--- src/hdl/mss_pkg.sv ---
package mss_pkg;

  localparam longint unsigned MAX_BYTES_DEF = 64'd1048576;
  localparam logic [15:0]     MAX_SITES_RST = 16'hFFFF;
  localparam int              QDEPTH        = 4;
  localparam logic [20:0]     LINE_MAX      = 21'h1FFFFF;

  // replacement operator codes
  localparam logic [2:0] REP_LT  = 3'd0;
  localparam logic [2:0] REP_GT  = 3'd1;
  localparam logic [2:0] REP_NE  = 3'd2;
  localparam logic [2:0] REP_EQ  = 3'd3;
  localparam logic [2:0] REP_OR  = 3'd4;
  localparam logic [2:0] REP_AND = 3'd5;
  localparam logic [2:0] REP_LE  = 3'd6;
  localparam logic [2:0] REP_GE  = 3'd7;

  localparam logic KIND_SITE = 1'b0;
  localparam logic KIND_END  = 1'b1;

  // everything one source byte produces: up to two sites and an end record
  typedef struct packed {
    logic [1:0]  n_sites;
    logic        has_end;
    logic [19:0] off0;
    logic [1:0]  len0;
    logic [2:0]  rep0;
    logic [19:0] off1;
    logic [1:0]  len1;
    logic [2:0]  rep1;
    logic [20:0] line;
    logic [15:0] found0;
    logic [15:0] end_found;
  } bundle_t;

endpackage

--- src/hdl/mss_front.sv ---
module mss_front #(
  parameter longint unsigned MAX_BYTES = mss_pkg::MAX_BYTES_DEF
) (
  input  logic            clk,
  input  logic            rst_n,
  input  logic            in_valid,
  input  logic [7:0]      in_source_byte,
  input  logic            in_last_byte,
  input  logic            q_full,
  input  logic [15:0]     max_sites,
  output logic            in_ready,
  output logic            push,
  output mss_pkg::bundle_t bundle
);
  import mss_pkg::*;

  localparam int OFF_W = (MAX_BYTES > 2) ? $clog2(MAX_BYTES) : 1;
  localparam logic [OFF_W-1:0] OFF_LAST = OFF_W'(MAX_BYTES - 1);

  localparam logic [2:0] M_NORMAL     = 3'd0;
  localparam logic [2:0] M_LINE       = 3'd1;
  localparam logic [2:0] M_BLOCK      = 3'd2;
  localparam logic [2:0] M_BLOCK_STAR = 3'd3;
  localparam logic [2:0] M_STR        = 3'd4;
  localparam logic [2:0] M_STR_ESC    = 3'd5;
  localparam logic [2:0] M_CHR        = 3'd6;
  localparam logic [2:0] M_CHR_ESC    = 3'd7;

  localparam logic [2:0] P_NONE  = 3'd0;
  localparam logic [2:0] P_SLASH = 3'd1;
  localparam logic [2:0] P_LT    = 3'd2;
  localparam logic [2:0] P_GT    = 3'd3;
  localparam logic [2:0] P_EQ    = 3'd4;
  localparam logic [2:0] P_BANG  = 3'd5;
  localparam logic [2:0] P_AMP   = 3'd6;
  localparam logic [2:0] P_BAR   = 3'd7;

  localparam logic [7:0] CH_NL    = 8'h0A;
  localparam logic [7:0] CH_DQ    = 8'h22;
  localparam logic [7:0] CH_SQ    = 8'h27;
  localparam logic [7:0] CH_BSL   = 8'h5C;
  localparam logic [7:0] CH_SLASH = 8'h2F;
  localparam logic [7:0] CH_STAR  = 8'h2A;
  localparam logic [7:0] CH_LT    = 8'h3C;
  localparam logic [7:0] CH_GT    = 8'h3E;
  localparam logic [7:0] CH_EQ    = 8'h3D;
  localparam logic [7:0] CH_BANG  = 8'h21;
  localparam logic [7:0] CH_AMP   = 8'h26;
  localparam logic [7:0] CH_BAR   = 8'h7C;

  logic [2:0]       mode_r, mode_nxt;
  logic [2:0]       pend_r, pend_nxt;
  logic [OFF_W-1:0] off_r, off_nxt;
  logic [20:0]      line_r, line_nxt;
  logic [15:0]      cnt_r, cnt_nxt;

  logic             accept;
  logic [7:0]       c;
  logic             last;
  logic [OFF_W-1:0] prev;
  logic             try0, try1, ok0, ok1, do_fresh, line_inc;
  logic [1:0]       len0;
  logic [2:0]       rep0, rep1;
  logic [15:0]      cnt_a;

  assign in_ready = !q_full;
  assign accept   = in_valid && in_ready;
  assign c        = in_source_byte;
  assign last     = in_last_byte;
  assign prev     = (off_r == '0) ? OFF_LAST : off_r - OFF_W'(1);

  always_comb begin
    mode_nxt = mode_r;
    pend_nxt = pend_r;
    try0     = 1'b0;
    try1     = 1'b0;
    len0     = 2'd1;
    rep0     = REP_LE;
    rep1     = REP_LE;
    do_fresh = 1'b0;
    line_inc = 1'b0;
    case (mode_r)
      M_NORMAL: begin
        pend_nxt = P_NONE;
        do_fresh = 1'b1;
        case (pend_r)
          P_SLASH: begin
            if (c == CH_SLASH) begin
              mode_nxt = M_LINE;
              do_fresh = 1'b0;
            end else if (c == CH_STAR) begin
              mode_nxt = M_BLOCK;
              do_fresh = 1'b0;
            end
          end
          P_LT: begin
            if (c == CH_LT) begin
              do_fresh = 1'b0;              // shift, skipped
            end else if (c == CH_EQ) begin
              try0 = 1'b1; len0 = 2'd2; rep0 = REP_LT; do_fresh = 1'b0;
            end else begin
              try0 = 1'b1; rep0 = REP_LE;
            end
          end
          P_GT: begin
            if (c == CH_GT) begin
              do_fresh = 1'b0;
            end else if (c == CH_EQ) begin
              try0 = 1'b1; len0 = 2'd2; rep0 = REP_GT; do_fresh = 1'b0;
            end else begin
              try0 = 1'b1; rep0 = REP_GE;
            end
          end
          P_EQ: begin
            if (c == CH_EQ) begin
              try0 = 1'b1; len0 = 2'd2; rep0 = REP_NE; do_fresh = 1'b0;
            end
          end
          P_BANG: begin
            if (c == CH_EQ) begin
              try0 = 1'b1; len0 = 2'd2; rep0 = REP_EQ; do_fresh = 1'b0;
            end
          end
          P_AMP: begin
            if (c == CH_AMP) begin
              try0 = 1'b1; len0 = 2'd2; rep0 = REP_OR; do_fresh = 1'b0;
            end
          end
          P_BAR: begin
            if (c == CH_BAR) begin
              try0 = 1'b1; len0 = 2'd2; rep0 = REP_AND; do_fresh = 1'b0;
            end
          end
          default: ;
        endcase
        if (do_fresh) begin
          case (c)
            CH_NL:    line_inc = 1'b1;
            CH_DQ:    mode_nxt = M_STR;
            CH_SQ:    mode_nxt = M_CHR;
            CH_SLASH: if (!last) pend_nxt = P_SLASH;
            CH_LT: begin
              if (last) begin
                try1 = 1'b1; rep1 = REP_LE;
              end else begin
                pend_nxt = P_LT;
              end
            end
            CH_GT: begin
              if (last) begin
                try1 = 1'b1; rep1 = REP_GE;
              end else begin
                pend_nxt = P_GT;
              end
            end
            CH_EQ:   if (!last) pend_nxt = P_EQ;
            CH_BANG: if (!last) pend_nxt = P_BANG;
            CH_AMP:  if (!last) pend_nxt = P_AMP;
            CH_BAR:  if (!last) pend_nxt = P_BAR;
            default: ;
          endcase
        end
      end
      M_LINE: begin
        if (c == CH_NL) begin
          line_inc = 1'b1;
          mode_nxt = M_NORMAL;
        end
      end
      M_BLOCK: begin
        if (c == CH_STAR) mode_nxt = M_BLOCK_STAR;
        else if (c == CH_NL) line_inc = 1'b1;
      end
      M_BLOCK_STAR: begin
        if (c == CH_SLASH) begin
          mode_nxt = M_NORMAL;
        end else if (c == CH_NL) begin
          line_inc = 1'b1;
          mode_nxt = M_BLOCK;
        end else if (c != CH_STAR) begin
          mode_nxt = M_BLOCK;
        end
      end
      M_STR: begin
        if (c == CH_DQ) mode_nxt = M_NORMAL;
        else if (c == CH_BSL) mode_nxt = M_STR_ESC;
        else if (c == CH_NL) line_inc = 1'b1;
      end
      M_STR_ESC: begin
        if (c == CH_NL) line_inc = 1'b1;
        mode_nxt = M_STR;
      end
      M_CHR: begin
        // newlines inside char literals are not counted
        if (c == CH_SQ) mode_nxt = M_NORMAL;
        else if (c == CH_BSL) mode_nxt = M_CHR_ESC;
      end
      default: mode_nxt = M_CHR;
    endcase
  end

  // site limit, applied in order
  assign ok0   = try0 && (cnt_r < max_sites);
  assign cnt_a = cnt_r + 16'(ok0);
  assign ok1   = try1 && (cnt_a < max_sites);

  always_comb begin
    cnt_nxt  = cnt_a + 16'(ok1);
    line_nxt = (line_inc && line_r != LINE_MAX) ? line_r + 21'd1 : line_r;
    off_nxt  = (off_r == OFF_LAST) ? '0 : off_r + OFF_W'(1);

    bundle.n_sites   = 2'(ok0) + 2'(ok1);
    bundle.has_end   = last;
    bundle.line      = line_r;
    bundle.found0    = cnt_r + 16'd1;
    bundle.end_found = cnt_nxt;
    bundle.off1      = 20'(off_r);
    bundle.len1      = 2'd1;
    bundle.rep1      = rep1;
    if (ok0) begin
      bundle.off0 = 20'(prev);
      bundle.len0 = len0;
      bundle.rep0 = rep0;
    end else begin
      bundle.off0 = 20'(off_r);
      bundle.len0 = 2'd1;
      bundle.rep0 = rep1;
    end
  end

  assign push = accept && (ok0 || ok1 || last);

  always_ff @(posedge clk) begin
    if (!rst_n || (accept && last)) begin
      mode_r <= M_NORMAL;
      pend_r <= P_NONE;
      off_r  <= '0;
      line_r <= 21'd1;
      cnt_r  <= '0;
    end else if (accept) begin
      mode_r <= mode_nxt;
      pend_r <= pend_nxt;
      off_r  <= off_nxt;
      line_r <= line_nxt;
      cnt_r  <= cnt_nxt;
    end
  end

endmodule

--- src/hdl/mss_queue.sv ---
module mss_queue (
  input  logic             clk,
  input  logic             rst_n,
  input  logic             push,
  input  mss_pkg::bundle_t din,
  input  logic             pop,
  output mss_pkg::bundle_t dout,
  output logic             full,
  output logic             empty
);
  import mss_pkg::*;

  localparam int PTR_W = (QDEPTH > 1) ? $clog2(QDEPTH) : 1;
  localparam int CNT_W = $clog2(QDEPTH + 1);
  localparam logic [PTR_W-1:0] PTR_LAST = PTR_W'(QDEPTH - 1);

  bundle_t          mem_r [QDEPTH];
  logic [PTR_W-1:0] wr_r, wr_nxt, rd_r, rd_nxt;
  logic [CNT_W-1:0] cnt_r, cnt_nxt;
  logic             do_push, do_pop;

  assign do_push = push && !full;
  assign do_pop  = pop && !empty;
  assign full    = (cnt_r == CNT_W'(QDEPTH));
  assign empty   = (cnt_r == '0);
  assign dout    = mem_r[rd_r];

  always_comb begin
    wr_nxt  = do_push ? ((wr_r == PTR_LAST) ? '0 : wr_r + PTR_W'(1)) : wr_r;
    rd_nxt  = do_pop  ? ((rd_r == PTR_LAST) ? '0 : rd_r + PTR_W'(1)) : rd_r;
    cnt_nxt = cnt_r + CNT_W'(do_push) - CNT_W'(do_pop);
  end

  always_ff @(posedge clk) begin
    if (!rst_n) begin
      wr_r  <= '0;
      rd_r  <= '0;
      cnt_r <= '0;
    end else begin
      wr_r  <= wr_nxt;
      rd_r  <= rd_nxt;
      cnt_r <= cnt_nxt;
    end
  end

  always_ff @(posedge clk) begin
    if (do_push) mem_r[wr_r] <= din;
  end

endmodule

--- src/hdl/mss_back.sv ---
module mss_back (
  input  logic             clk,
  input  logic             rst_n,
  input  mss_pkg::bundle_t head,
  input  logic             empty,
  output logic             pop,
  input  logic             out_ready,
  output logic             out_valid,
  output logic             out_result_kind,
  output logic [19:0]      out_site_offset,
  output logic [1:0]       out_site_length,
  output logic [2:0]       out_replacement,
  output logic [20:0]      out_site_line,
  output logic [15:0]      out_sites_found,
  output logic             out_last_result
);
  import mss_pkg::*;

  logic [1:0]  idx_r, idx_nxt;
  logic        valid_r;
  logic        load, is_last;
  logic [1:0]  total;

  logic        kind_nxt;
  logic [19:0] off_nxt;
  logic [1:0]  len_nxt;
  logic [2:0]  rep_nxt;
  logic [20:0] line_nxt;
  logic [15:0] found_nxt;

  logic        kind_r;
  logic [19:0] off_r;
  logic [1:0]  len_r;
  logic [2:0]  rep_r;
  logic [20:0] line_r;
  logic [15:0] found_r;
  logic        last_r;

  assign load    = !empty && (!valid_r || out_ready);
  assign total   = head.n_sites + 2'(head.has_end);
  assign is_last = (idx_r == total - 2'd1);
  assign pop     = load && is_last;
  assign idx_nxt = is_last ? 2'd0 : idx_r + 2'd1;

  // pick one record of the head word
  always_comb begin
    kind_nxt  = KIND_SITE;
    off_nxt   = head.off0;
    len_nxt   = head.len0;
    rep_nxt   = head.rep0;
    line_nxt  = head.line;
    found_nxt = head.found0;
    if (idx_r >= head.n_sites) begin
      kind_nxt  = KIND_END;
      off_nxt   = '0;
      len_nxt   = '0;
      rep_nxt   = '0;
      line_nxt  = '0;
      found_nxt = head.end_found;
    end else if (idx_r == 2'd1) begin
      off_nxt   = head.off1;
      len_nxt   = head.len1;
      rep_nxt   = head.rep1;
      found_nxt = head.found0 + 16'd1;
    end
  end

  always_ff @(posedge clk) begin
    if (!rst_n) begin
      valid_r <= 1'b0;
      idx_r   <= '0;
    end else begin
      if (load) begin
        valid_r <= 1'b1;
        idx_r   <= idx_nxt;
      end else if (out_ready) begin
        valid_r <= 1'b0;
      end
    end
  end

  always_ff @(posedge clk) begin
    if (load) begin
      kind_r  <= kind_nxt;
      off_r   <= off_nxt;
      len_r   <= len_nxt;
      rep_r   <= rep_nxt;
      line_r  <= line_nxt;
      found_r <= found_nxt;
      last_r  <= is_last;
    end
  end

  assign out_valid       = valid_r;
  assign out_result_kind = kind_r;
  assign out_site_offset = off_r;
  assign out_site_length = len_r;
  assign out_replacement = rep_r;
  assign out_site_line   = line_r;
  assign out_sites_found = found_r;
  assign out_last_result = last_r;

endmodule

--- src/hdl/mutation_site_scanner.sv ---
// Scans C source for mutable operator sites. One byte is accepted per cycle;
// the scanner state (comment/literal mode, pending first character, offset,
// line and site count) is updated in that same cycle, and the records a byte
// causes are written as one word into a four-entry queue. The output
// sequencer drains that queue one record per cycle while out_ready is high,
// through a registered output, so a final byte with two sites yields three
// records; the queue absorbs such bursts and output stalls, and input ready
// drops only while it is full. No clearing pass follows reset; max_sites
// resets to 65535.
module mutation_site_scanner #(
  parameter longint unsigned MAX_BYTES = mss_pkg::MAX_BYTES_DEF
) (
  input  logic        clk,
  input  logic        rst_n,
  input  logic        in_valid,
  output logic        in_ready,
  input  logic [7:0]  in_source_byte,
  input  logic        in_last_byte,
  output logic        out_valid,
  input  logic        out_ready,
  output logic        out_result_kind,
  output logic [19:0] out_site_offset,
  output logic [1:0]  out_site_length,
  output logic [2:0]  out_replacement,
  output logic [20:0] out_site_line,
  output logic [15:0] out_sites_found,
  output logic        out_last_result,
  input  logic        cfg_valid,
  output logic        cfg_ready,
  input  logic [15:0] cfg_max_sites
);
  import mss_pkg::*;

  logic [15:0] max_sites_r;
  logic        push, pop, q_full, q_empty;
  bundle_t     q_din, q_dout;

  assign cfg_ready = 1'b1;

  always_ff @(posedge clk) begin
    if (!rst_n) begin
      max_sites_r <= MAX_SITES_RST;
    end else if (cfg_valid && cfg_ready) begin
      max_sites_r <= cfg_max_sites;
    end
  end

  mss_front #(.MAX_BYTES(MAX_BYTES)) u_front (
    .clk            (clk),
    .rst_n          (rst_n),
    .in_valid       (in_valid),
    .in_source_byte (in_source_byte),
    .in_last_byte   (in_last_byte),
    .q_full         (q_full),
    .max_sites      (max_sites_r),
    .in_ready       (in_ready),
    .push           (push),
    .bundle         (q_din)
  );

  mss_queue u_queue (
    .clk   (clk),
    .rst_n (rst_n),
    .push  (push),
    .din   (q_din),
    .pop   (pop),
    .dout  (q_dout),
    .full  (q_full),
    .empty (q_empty)
  );

  mss_back u_back (
    .clk             (clk),
    .rst_n           (rst_n),
    .head            (q_dout),
    .empty           (q_empty),
    .pop             (pop),
    .out_ready       (out_ready),
    .out_valid       (out_valid),
    .out_result_kind (out_result_kind),
    .out_site_offset (out_site_offset),
    .out_site_length (out_site_length),
    .out_replacement (out_replacement),
    .out_site_line   (out_site_line),
    .out_sites_found (out_sites_found),
    .out_last_result (out_last_result)
  );

endmodule

--- config.mk ---
export PLATFORM = sky130hd
export DESIGN_NAME = mutation_site_scanner
export DESIGN_NICKNAME = d
export VERILOG_FILES = /design/src/hdl/mss_pkg.sv /design/src/hdl/mss_front.sv /design/src/hdl/mss_queue.sv /design/src/hdl/mss_back.sv /design/src/hdl/mutation_site_scanner.sv
export SDC_FILE = /design/constraint.sdc
export NUM_CORES = 1
export LEC_CHECK = 0
export BUFFER_PORTS_ARGS = -buffer_cell sky130_fd_sc_hd__buf_2
export CAP_MARGIN = 25
export CORE_MARGIN = 2
export CORE_UTILIZATION = 50
export CTS_BUF_LIST = sky130_fd_sc_hd__clkbuf_2
export CTS_CLUSTER_DIAMETER = 100
export DETAILED_ROUTE_END_ITERATION = 8
export PLACE_DENSITY_LB_ADDON = 0.25
export SLEW_MARGIN = 20
export SYNTH_ARGS = -nofsm -noshare
export SYNTH_HDL_FRONTEND = slang
export SYNTH_SLANG_ARGS = --single-unit
--- constraint.sdc ---
create_clock -name clk -period 8.45 [get_ports clk]
set_input_delay 0.845 -clock clk [delete_from_list [all_inputs] [get_ports clk]]
set_output_delay 0.845 -clock clk [all_outputs]
set_load 0.1 [all_outputs]
## After elaboration in Yosys (flattened, before gate mapping)

Memories as Yosys holds them, arrays and structs flattened. A register that Yosys moved wholly into a read port is not among the register bits.
Index checks and enable logic that the tools add are counted.

- $add $sub $neg: 15
- Eq/ne operators: 38
- Reductions and logical operators: 28
- Order comparisons: 3
- Muxes and demuxes: 90

Operators with widths:

| kind | number |
|---|---|
| $mux W3 | 29 |
| $eq A8 B6 Y1 const B | 9 |
| $mux W20 | 3 |
| $pmux W3 S7 | 2 |
| $add A16 B1 Y16 | 2 |
| $add A16 B1 Y16 const B | 2 |
| $lt A16 B16 Y1 | 2 |
| $mux W16 | 2 |
| $mux W2 | 16 |
| $mux W1 | 31 |
| $mux W25 | 1 |
| $eq A3 B3 Y1 const B | 8 |
| $add A21 B1 Y21 const B | 1 |
| $ne A21 B21 Y1 const B | 1 |
| $add A20 B1 Y20 const B | 1 |
| $eq A20 B20 Y1 const B | 1 |
| $logic_not A20 Y1 | 1 |
| $sub A20 B1 Y20 const B | 1 |
| $pmux W3 S6 | 1 |
| $eq A8 B7 Y1 const B | 2 |
| $eq A3 B2 Y1 const B | 4 |
| $logic_and A1 B1 Y1 | 10 |
| $pmux W1 S5 | 2 |
| $pmux W2 S5 | 1 |
| other kinds (25) | 41 |

- Bits of input ports: 30
- Logic and storage cells: 193
- Memory bits (writable): 416
- Output and inout port bits: 67
- Memories: 1
- Register bits: 153

Memories:

| memory | depth | width | rd ports | clocked after Yosys merged registers in | write ports | RTL line | RTL |
|---|---|---|---|---|---|---|---|
| u_queue.mem_r | 4 | 104 | 1 | 1 | 1 | mss_queue.sv:17 | `bundle_t mem_r [QDEPTH];` |

## Longest topological paths before layout

Gate-level depths: netlist of run 1.

- Word-level depth: 14
- Gate-level depth with buffers: 28
- Mapped depth without buffers: 25

## Hierarchy

A second synthesis of run 1 with hierarchy kept.

- Cells, all modules: 1699
- Area, all modules: 25195.4 µm²

Modules (own cells, without submodules):

| module | area an instance (µm²) | cells an instance | seq. area each (µm²) | times used |
|---|---|---|---|---|
| mss_queue | 15767.6 | 607 | 12912.4 | 1 |
| mss_front | 5675.4 | 782 | 1261.2 | 1 |
| mss_back | 3160.5 | 256 | 1981.9 | 1 |
| mutation_site_scanner | 591.8 | 54 | 320.3 | 1 |

## Least setup slack after synthesis of run 1

Ideal clock, no wire load.

- Path type: input to register
- Start point: input port in_source_byte[4]
- End point: memory u_queue.mem_r[1][0] in the netlist's numbering, enable pin
- Setup time: 472 ps
- Arrival: 7842 ps
- Setup slack: 136 ps
- Path buffers: 4
- Data required time: 7978 ps
- Stages on the path: 23
- Path through: buf_2 > nand3_1 > nor4b_2 > mux2i_1 > o221ai_1 > and2_1 > buf_2 > buf_4 > ha_1 > ha_1 > buf_4 > inv_1 > or4_4 > nor2_1 > xor2_1 > ha_1 > nor2b_1 > o21ai_0 > nand4_1 > a2111o_1 > ha_1 > a21oi_1 > and2_1

- Word-level cells in the longest chain between the ends: 14
- Elaborated cells between the ends (all ways): 37
- Classes of those cells: 1 x add/sub; 1 x order compare; 7 x eq/ne; 21 x mux; 7 x reduce/logical

Ends and longest elaborated chain:

| what | RTL line | RTL |
|---|---|---|
| from (decl) | mutation_site_scanner.sv:17 | `input logic [7:0] in_source_byte,` |
| $eq A8 B7 Y1 (tied with other cells) | mss_front.sv:130 | `if (c == CH_BAR) begin` |
| $mux W1 (tied with other cells) | mss_front.sv:130 |  |
| $pmux W1 S5 (tied with other cells) | mss_front.sv:86 | `case (pend_r)` |
| $mux W1 or $pmux W1 S6 (tied branches) | mss_front.sv:82, mss_front.sv:86 |  |
| $logic_and A1 B1 Y1 or $mux W1 (tied branches) | mss_front.sv:203, mss_front.sv:82 |  |
| $add A16 B1 Y16 or $mux W1 (tied branches) | mss_front.sv:204, mss_front.sv:136 |  |
| $lt A16 B16 Y1 or $mux W1 (tied branches) | mss_front.sv:205, mss_front.sv:82 |  |
| $logic_and A1 B1 Y1 | mss_front.sv:205 | `assign ok1 = try1 && (cnt_a < max_sites);` |
| $logic_or A1 B1 Y1 (*) (2 in a row) | mss_front.sv:231 | `assign push = accept && (ok0 \|\| ok1 \|\| last);` |
| $logic_and A1 B1 Y1 (*) | mss_front.sv:231 |  |
| $logic_and A1 B1 Y1 (*) | mss_queue.sv:22 | `assign do_push = push && !full;` |
| via u_queue.do_push | mss_queue.sv:20 | `logic do_push, do_pop;` |
| $mux W1 (*) | mss_queue.sv:47 | `if (do_push) mem_r[wr_r] <= din;` |
| $mux W1 (implied by the code) (*) | mss_queue.sv:47 |  |
| to (decl) | mss_queue.sv:17 |  |

The timed path passes the listed nets; every way through them passes the cells marked *. The select of a mux whose other input is x is not followed.

==> summary by stage, run 1 <==
Status
The flow ran to the end, and the final reports show no timing, DRC or antenna violations.

Floorplan
The width of the die is 226 um. The y dimension of the die is approximately 230 um. The initial utilization of the core area, before any placement, comes to 50.6%. The total I/O pin count is 97. After floorplanning, the core was sized to cover 0.0488 mm2. The overall die area is 0.0512 mm2. The number of rows created at floorplan is 81.

Pwr
For this design the ratio of total power to cell area is 294 mW/mm2. The overall power after layout is 8.17 mW. Summed over all cells, the static leakage comes to 9.65 nW. VDD sags by at most 0.285 mV.

Clock network
The later-pin clock latency in the skew report is ~1300 ps. The clock slew at the register clock pins of the worst setup and hold paths is 110 ps. The buffer type at the clock tree root is sky130_fd_sc_hd__clkbuf_2. The clock passes through at most 3 buffers. The H-tree was split into 4 levels. The number of clock sinks seen by CTS is 563.

The number of buffers inserted during clock tree synthesis is between 100 and 150. The CTS tree is built.

Synthesis
The share of synthesized registers carrying an async set or reset is 0%. The synthesized netlist net count is 1,760. In this run, distinct cell masters in the synthesized netlist total 89.

For this run, the leading register cell type out of synthesis is sky130_fd_sc_hd__edfxtp_1. Counting flops and latches in the post-synthesis netlist gives 563. The cell count after synthesis is 1,676. The Yosys step of the flow raised 0 warnings. The synthesized area per cell is around 15 um2. The portion of the post-synthesis area used by sequential elements is 64.7%. Counting flops with a built-in enable in the synthesized netlist gives approximately 470.

The mapped netlist covers about 0.025 mm2.

Layout
The count of fill cells added during filler insertion is 4,024. The net count of the finished layout is 1,983. From synthesis to final layout, the design area changed by 12.3%.

The area used by multi-input combinational logic is between 0.008 and 0.009 mm2. Cells with a size suffix above 1 make up 24.3% of the layout. The library cells used most frequently in the layout, excluding fill and tap cells, are sky130_fd_sc_hd__edfxtp_1, sky130_fd_sc_hd__clkbuf_2, sky130_fd_sc_hd__nand2_1. The library cell used most frequently in the layout, excluding fill and tap cells, is sky130_fd_sc_hd__edfxtp_1.

The area used by sequential logic in the layout is 0.0160 mm2.

STA
The max-slew violation count is 0. The final setup violation count is 0. Setup repair after global routing left no endpoint under its margin. The minimum clock period after layout is 7850 ps. The maximum operating frequency is 127 MHz. Measured against its own limit, the worst slew margin works out to 33.2%. In the final timing run, aggregate negative setup slack is 0 ps. The number of hold-slack violations in the final timing report is 0. The worst-case setup margin in the final layout is 596 ps. Final hold analysis gives a worst-case slack of ~200 ps. The transition time of the tightest slew-check pin is 1000 ps. The clock arrives with 87.6 ps of skew.

The final period utilization is 92.9%.

Setup path
The number of buffers and inverters on the critical path is 2. Counting buffers and inverters, the worst setup path is 24 cells deep. The endpoint arrival time on the critical path is 8830 ps. The cell repeated most along the worst path is sky130_fd_sc_hd__ha_1.

The kind of capture point of the worst setup path is a flop. The sort of element at the start of the critical path is a flop. Walking the worst path, the cells encountered are ha_1 > and4_1 > a2111oi_0 > o21ai_1 > a2111oi_2 > buf_4 > and2_1 > ha_1 > ha_1 > inv_1 > or4_4 > nor2_1 > xor2_1 > ha_1 > nor2b_1 > o21ai_0 > nand4_1 > a2111oi_1 > ha_1 > o2111ai_1 > and2_1 > or3_1 > nor4_1 > nor2_1. On the worst path, the slowest cell contributes a delay of between 700 and 800 ps. The startpoint of the worst setup timing path is u_front.cnt_r[4]$_SDFFE_PP0P_.

Counting cells, the worst reg-to-reg path comes to 24. The worst register-to-register path begins at u_front.cnt_r[4]$_SDFFE_PP0P_. The required time of the critical path is 9430 ps. Along the worst path, the maximum fanout reaches 21. The type of the worst setup path is reg2reg.

The slowest stage of the critical path belongs to the cell sky130_fd_sc_hd__a2111oi_1. The gate family responsible for the most delay along the worst path is simple AND/OR/NAND/NOR gates.

Routing
The number of remaining DRC errors is 0. Once detail routing completed, the nets flagged for antenna violations numbered 0. The average routed wire per standard cell is between 15 and 20 um.

The total length of routed wires is 52,400 um. The first routing iteration left 1,188 violations. The length of the first detailed-routing pass in iterations is 5. Summing over every cut layer, the via total after detailed routing is 14,922. The average vias per placed instance is 5.61.

Placement
Before CTS, the worst setup slack after placement is 390 ps. Routability-driven placement finished with a final weighted congestion of 0.844. Summed over all nets, the half-perimeter wirelength after detailed placement is 32,600 um.

The count of port buffers added during placement is 95.

GRT
The total congestion overflow after global routing is 0. The number of global-route vias before repair was 15,095. Entering global routing, the biggest net connects 66 pins. In the global route stage, overall resource usage came out at about a fifth. The initial antenna violation count came to 1. The global-route wire length before repair is 82,000 um.

Min path
The number of cells on the worst hold path is 5. The worst hold path begins at in_source_byte[3]. The class of the tightest hold or removal check is in2reg.

Job
Max-cap violations in this run came to 0.
==> worst min-delay path: cells and delay by family <==
| family | cells | cell delay [ps] |
|---|---|---|
| AO/OA/AOI/OAI | 2 | 160 |
| AND/OR/NAND/NOR | 2 | 230 |
| buffers and inverters | 1 | 160 |
==> routing by layer <==
metal	up-vias	GRT usage [%]	part of all wire, %
li1	6988	-	-
met1	7448	28.2	44
met2	401	34.0	49
met3	85	4.63	4.9
met4	0	8.98	2.2
met5	-	0	0
==> final timing paths <==
check | end | slack, ps
max | u_queue.mem_r[0][15]$_DFFE_PP_ | 600
min | u_front.mode_r[1]$_SDFFE_PP0P_ | 200
max reg2reg | u_queue.mem_r[0][15]$_DFFE_PP_ | 600
min reg2reg | u_back.out_valid$_SDFFE_PN0P_ | 470
==> sequential cells by signal, summed over array words and instances, names as in the netlist, 16 cells and up, named ones only <==
| signal | flops |
|---|---|
| u_front.line_r | 21 |
| max_sites_r | 16 |
| u_back.out_site_offset | 20 |
| u_front.cnt_r | 16 |
| u_front.off_r | 20 |
| u_back.out_site_line | 21 |
| u_back.out_sites_found | 16 |
| u_queue.mem_r | 408 |
==> cells in the mapped netlist (all sizes together) (14+ instances only) <==
cell type  instances  area share (%)
a21oi             37            0.75
a31oi             36            0.97
and2              39            0.99
and3              18            0.46
buf               43             1.1
clkbuf            54            0.84
dfxtp             91             7.4
edfxtp           472              57
ha                53             2.7
inv               55            0.84
mux2i             35             1.4
mux4             102             9.3
nand2            115             1.7
nand3             44            0.95
nand4             31            0.87
nor2             110             1.7
nor3              21            0.47
nor4              14            0.47
o211ai            20            0.61
o21ai             42            0.85
xnor2             42             1.6
xor2              45             1.6
==> metrics by stage <==
step | area, um2 | util [%] | instances
after floorplan | 24700 | - | 1676
final | 27800 | 56.8 | 2660
after global placement | 25800 | 52.8 | 2362
after CTS | 27700 | 56.8 | 2659
after global routing | 27800 | 56.8 | 2660
after detailed placement | 25800 | 52.8 | 2362
==> timing repair <==
item,CTS,global route
hold buffers,60,0
resized for setup,0,0
endpoints found under the hold margin,35,0
setup buffers,0,0
==> logic make-up (layout without fill, tap and decap cells) <==
kind of cell	count (synthesis)	count (layout)	share of synthesized area, %
xor+xnor	87	87	3.16
compound gates	208	208	5.73
flops	563	563	64.7
other cells	1	2	0.0152
simple gates	471	471	10.1
fa+ha+maj	54	54	2.76
buf+inv	153	472	2.74
mux	139	139	10.8
==> where the power goes <==
part / internal, mW / switching (mW)
clock network: 0.837 / 1.05
logic: 0.671 / 2.10
registers: 3.39 / 0.128
total: 4.90 / 3.27
==> layout make-up <==
class,count,share of cell area (%)
Sequential cell,563,57.7
Multi-Input combinational cell,960,29.1
Timing Repair Buffer,179,4.71
Clock buffer,196,3.53
Tap cell,664,2.99
Clock inverter,41,1.27
Inverter,56,0.757
Antenna cell,1,0.00902
Note: power is estimated with default switching activity, not from simulation.
==> inputs of run 2 (changes only) <==
--- a/config.mk
+++ b/config.mk
@@ -9,10 +9,10 @@
 export CAP_MARGIN = 25
 export CORE_MARGIN = 2
 export CORE_UTILIZATION = 50
-export CTS_BUF_LIST = sky130_fd_sc_hd__clkbuf_2
 export CTS_CLUSTER_DIAMETER = 100
 export DETAILED_ROUTE_END_ITERATION = 8
 export PLACE_DENSITY_LB_ADDON = 0.25
+export SKIP_CTS_REPAIR_TIMING = 1
 export SLEW_MARGIN = 20
 export SYNTH_ARGS = -nofsm -noshare
 export SYNTH_HDL_FRONTEND = slang
==> run 2 against run 1 <==
Compared with the run above:
- fmax increased by 0.66%
- core utilization is 0.23 points lower
- count of clock-buffer cells in the layout down 125
- wire length down 2.8%
- sequential power about the same
- largest power group unchanged
==> summary by stage, run 2 (synthesized netlist as in run 1, its figures left out) <==
Floorplan
The total I/O pin count is 97. The floorplan has 81 rows. Once the floorplan was initialized, standard cells occupied 50.6% of the core.

The placeable core region is about 0.049 mm2. The width of the die is 226 um. The overall die area is just over 0.05 mm2. In this run the vertical extent of the chip is 226 um.

Layout
Counting flops per register, the top entry is u_queue.mem_r. The most common cell after layout, fill and taps aside is sky130_fd_sc_hd__edfxtp_1. The antenna cell count is 0. The post-route netlist has a little under 20% of its cells at a drive strength greater than 1. In the layout the commonest cells are sky130_fd_sc_hd__edfxtp_1, sky130_fd_sc_hd__nand2_1, sky130_fd_sc_hd__nor2_1. The number of flip-flops under the largest register name is 408. The relative area change from synthesis to final layout is 11.9%. The total number of nets in the final design is 1,841.

Routing
Summed over all nets, wire length on met2 after detailed routing comes to ~24,000 um. For this block, the routed nets add up to 50,900 um of wire. For this block, the initial DRC count from the detailed router was 1,106. After detailed routing, the wire length on met1 is about 23,000 um. The detailed route wirelength on metal3 is 2490 um.

The number of nets with antenna violations after routing is 0. The total via count in the routed design is approximately 14,000. In the routed design, unresolved DRC markers number 0. Before antenna repair, the detailed router went through 5 iterations. The highest metal layer used by the detailed router is met4. After detailed routing, the number of vias per cell comes to ~5.7. In the final routed layout, each cell accounts on average for 20.6 um.

Setup path
The maximum net fanout on the critical path is 21. The endpoint arrival time on the critical path is 8200 ps. STA classifies the critical path endpoint as a flop. The type of the worst setup path is reg2reg.

At the worst endpoint, the required time is 8850 ps. The sort of element at the start of the critical path is a flop.

Clock network
The number of clock sinks seen by CTS is 563. The tree is rooted in a sky130_fd_sc_hd__clkbuf_16. The clock slew at the register clock pins of the worst setup and hold paths is 60 ps.

The number of H-tree branching levels is 2. TritonCTS built the clock tree. At the later pin of the worst-skew pair, clock insertion delay measures 610 ps. The number of clock buffers added by TritonCTS is 56.

Counting along the longest clock path gives a buffer depth of 3.

Pwr
The worst ir drop on vdd is 0.280 mV. For this design the static power due to leakage is 9.34 nW. For this design the ratio of total power to cell area is 316 mW/mm2.

STA
The worst pin sits at a relative slew slack of 34.7%. The minimum clock period after layout is 7800 ps. The worst-case setup margin in the final layout is 648 ps. Setup total negative slack on the finished layout was measured at 0 ps. The final worst clock skew is around 37 ps. The transition time of the tightest slew-check pin is 980 ps. The number of hold-slack violations in the final timing report came to 0.

The max-slew violation count is 0. The final setup violation count is 0. Setup repair after global routing left no endpoint under its margin. After layout, the worst path uses 92.3% of the clock period. The maximum operating frequency is 128 MHz.

Status
The flow ran to the end, and the final reports show no timing, DRC or antenna violations.

GRT
The number of global-route vias before repair came to 13,966. The pin count of the biggest net entering global routing is 66. The initial antenna violation count came to 0. Across every metal layer, demand over resource in global routing totals 20.3%. The first global-routing pass estimated 79,600 um of wire. Global routing finished with a remaining overflow of 0.

Min path
The class of the tightest hold or removal check is in2reg.

Placement
In this run the tool buffered the top-level ports with 95 buffer cells. Timing analysis after detailed placement gives a worst setup slack of 390 ps. The placer congestion estimate is between 0.8 and 0.9. The wire-length estimate of the detail-placed layout is 32,600 um.

Job
Max-cap violations in this run came to 0.
[run 2: worst max-delay path, cell delays in order, from the launching register on]
cell and delay [ps]:
sky130_fd_sc_hd__dfxtp_1 590, sky130_fd_sc_hd__ha_1 330, sky130_fd_sc_hd__and4_1 190, sky130_fd_sc_hd__a2111oi_0 370, sky130_fd_sc_hd__o21ai_1 160, sky130_fd_sc_hd__a2111oi_2 380
sky130_fd_sc_hd__buf_4 340, sky130_fd_sc_hd__and2_1 200, sky130_fd_sc_hd__ha_1 270, sky130_fd_sc_hd__ha_1 470, sky130_fd_sc_hd__inv_1 90, sky130_fd_sc_hd__or4_4 590
sky130_fd_sc_hd__nor2_1 150, sky130_fd_sc_hd__xor2_1 250, sky130_fd_sc_hd__ha_1 290, sky130_fd_sc_hd__nor2b_1 130, sky130_fd_sc_hd__o21ai_0 170, sky130_fd_sc_hd__nand4_1 140
sky130_fd_sc_hd__a2111oi_0 600, sky130_fd_sc_hd__clkbuf_1 210, sky130_fd_sc_hd__ha_1 230, sky130_fd_sc_hd__ha_1 200, sky130_fd_sc_hd__a21bo_2 280, sky130_fd_sc_hd__nor3_1 510
sky130_fd_sc_hd__a31oi_1 210, sky130_fd_sc_hd__nor2_1 270
[run 2: power breakdown]
group          internal, mW  switching (mW)
clock network          1.44            1.02
logic                 0.652            2.09
registers              3.40           0.126
total                  5.49            3.23
[run 2: through the flow]
stage | util [%] | instance area [um2] | total power, mW | hold slack, ps | std cells
after floorplan | - | 24700 | 5.81 | 455 | 1676
after global placement | 52.8 | 25800 | 6.34 | 460 | 2362
after detailed placement | 52.8 | 25800 | 6.37 | 460 | 2362
after CTS | 56.6 | 27600 | 8.83 | 420 | 2465
after global routing | 56.6 | 27600 | 9.08 | 438 | 2466
final | 56.6 | 27600 | 8.72 | 457 | 2466
[run 2: layout make-up]
class,instances,area [um2]
Sequential cell,563,16000
Inverter,56,210
Fill cell,3905,21200
Clock inverter,32,355
Clock buffer,71,1470
Timing Repair Buffer,120,709
Tap cell,664,831
Multi-Input combinational cell,960,8070
[run 2: worst paths after layout]
check,slack [ps],to,start,depth (start not counted)
worst max-delay path,650,u_queue.mem_r[1][14]$_DFFE_PP_,u_front.cnt_r[4]$_SDFFE_PP0P_,25
worst min-delay path,460,max_sites_r[12]$_SDFFE_PN1P_,cfg_max_sites[12],3
worst max register to register,650,u_queue.mem_r[1][14]$_DFFE_PP_,u_front.cnt_r[4]$_SDFFE_PP0P_,25
worst min register to register,470,u_back.out_valid$_SDFFE_PN0P_,u_back.out_valid$_SDFFE_PN0P_,2
[run 2: per-layer routing]
layer  up-vias  GRT usage, %
met1      7060          28.5
met3        70          3.55
met2       366          33.0
li1       6608             -
met4         0          5.20
met5         -             0
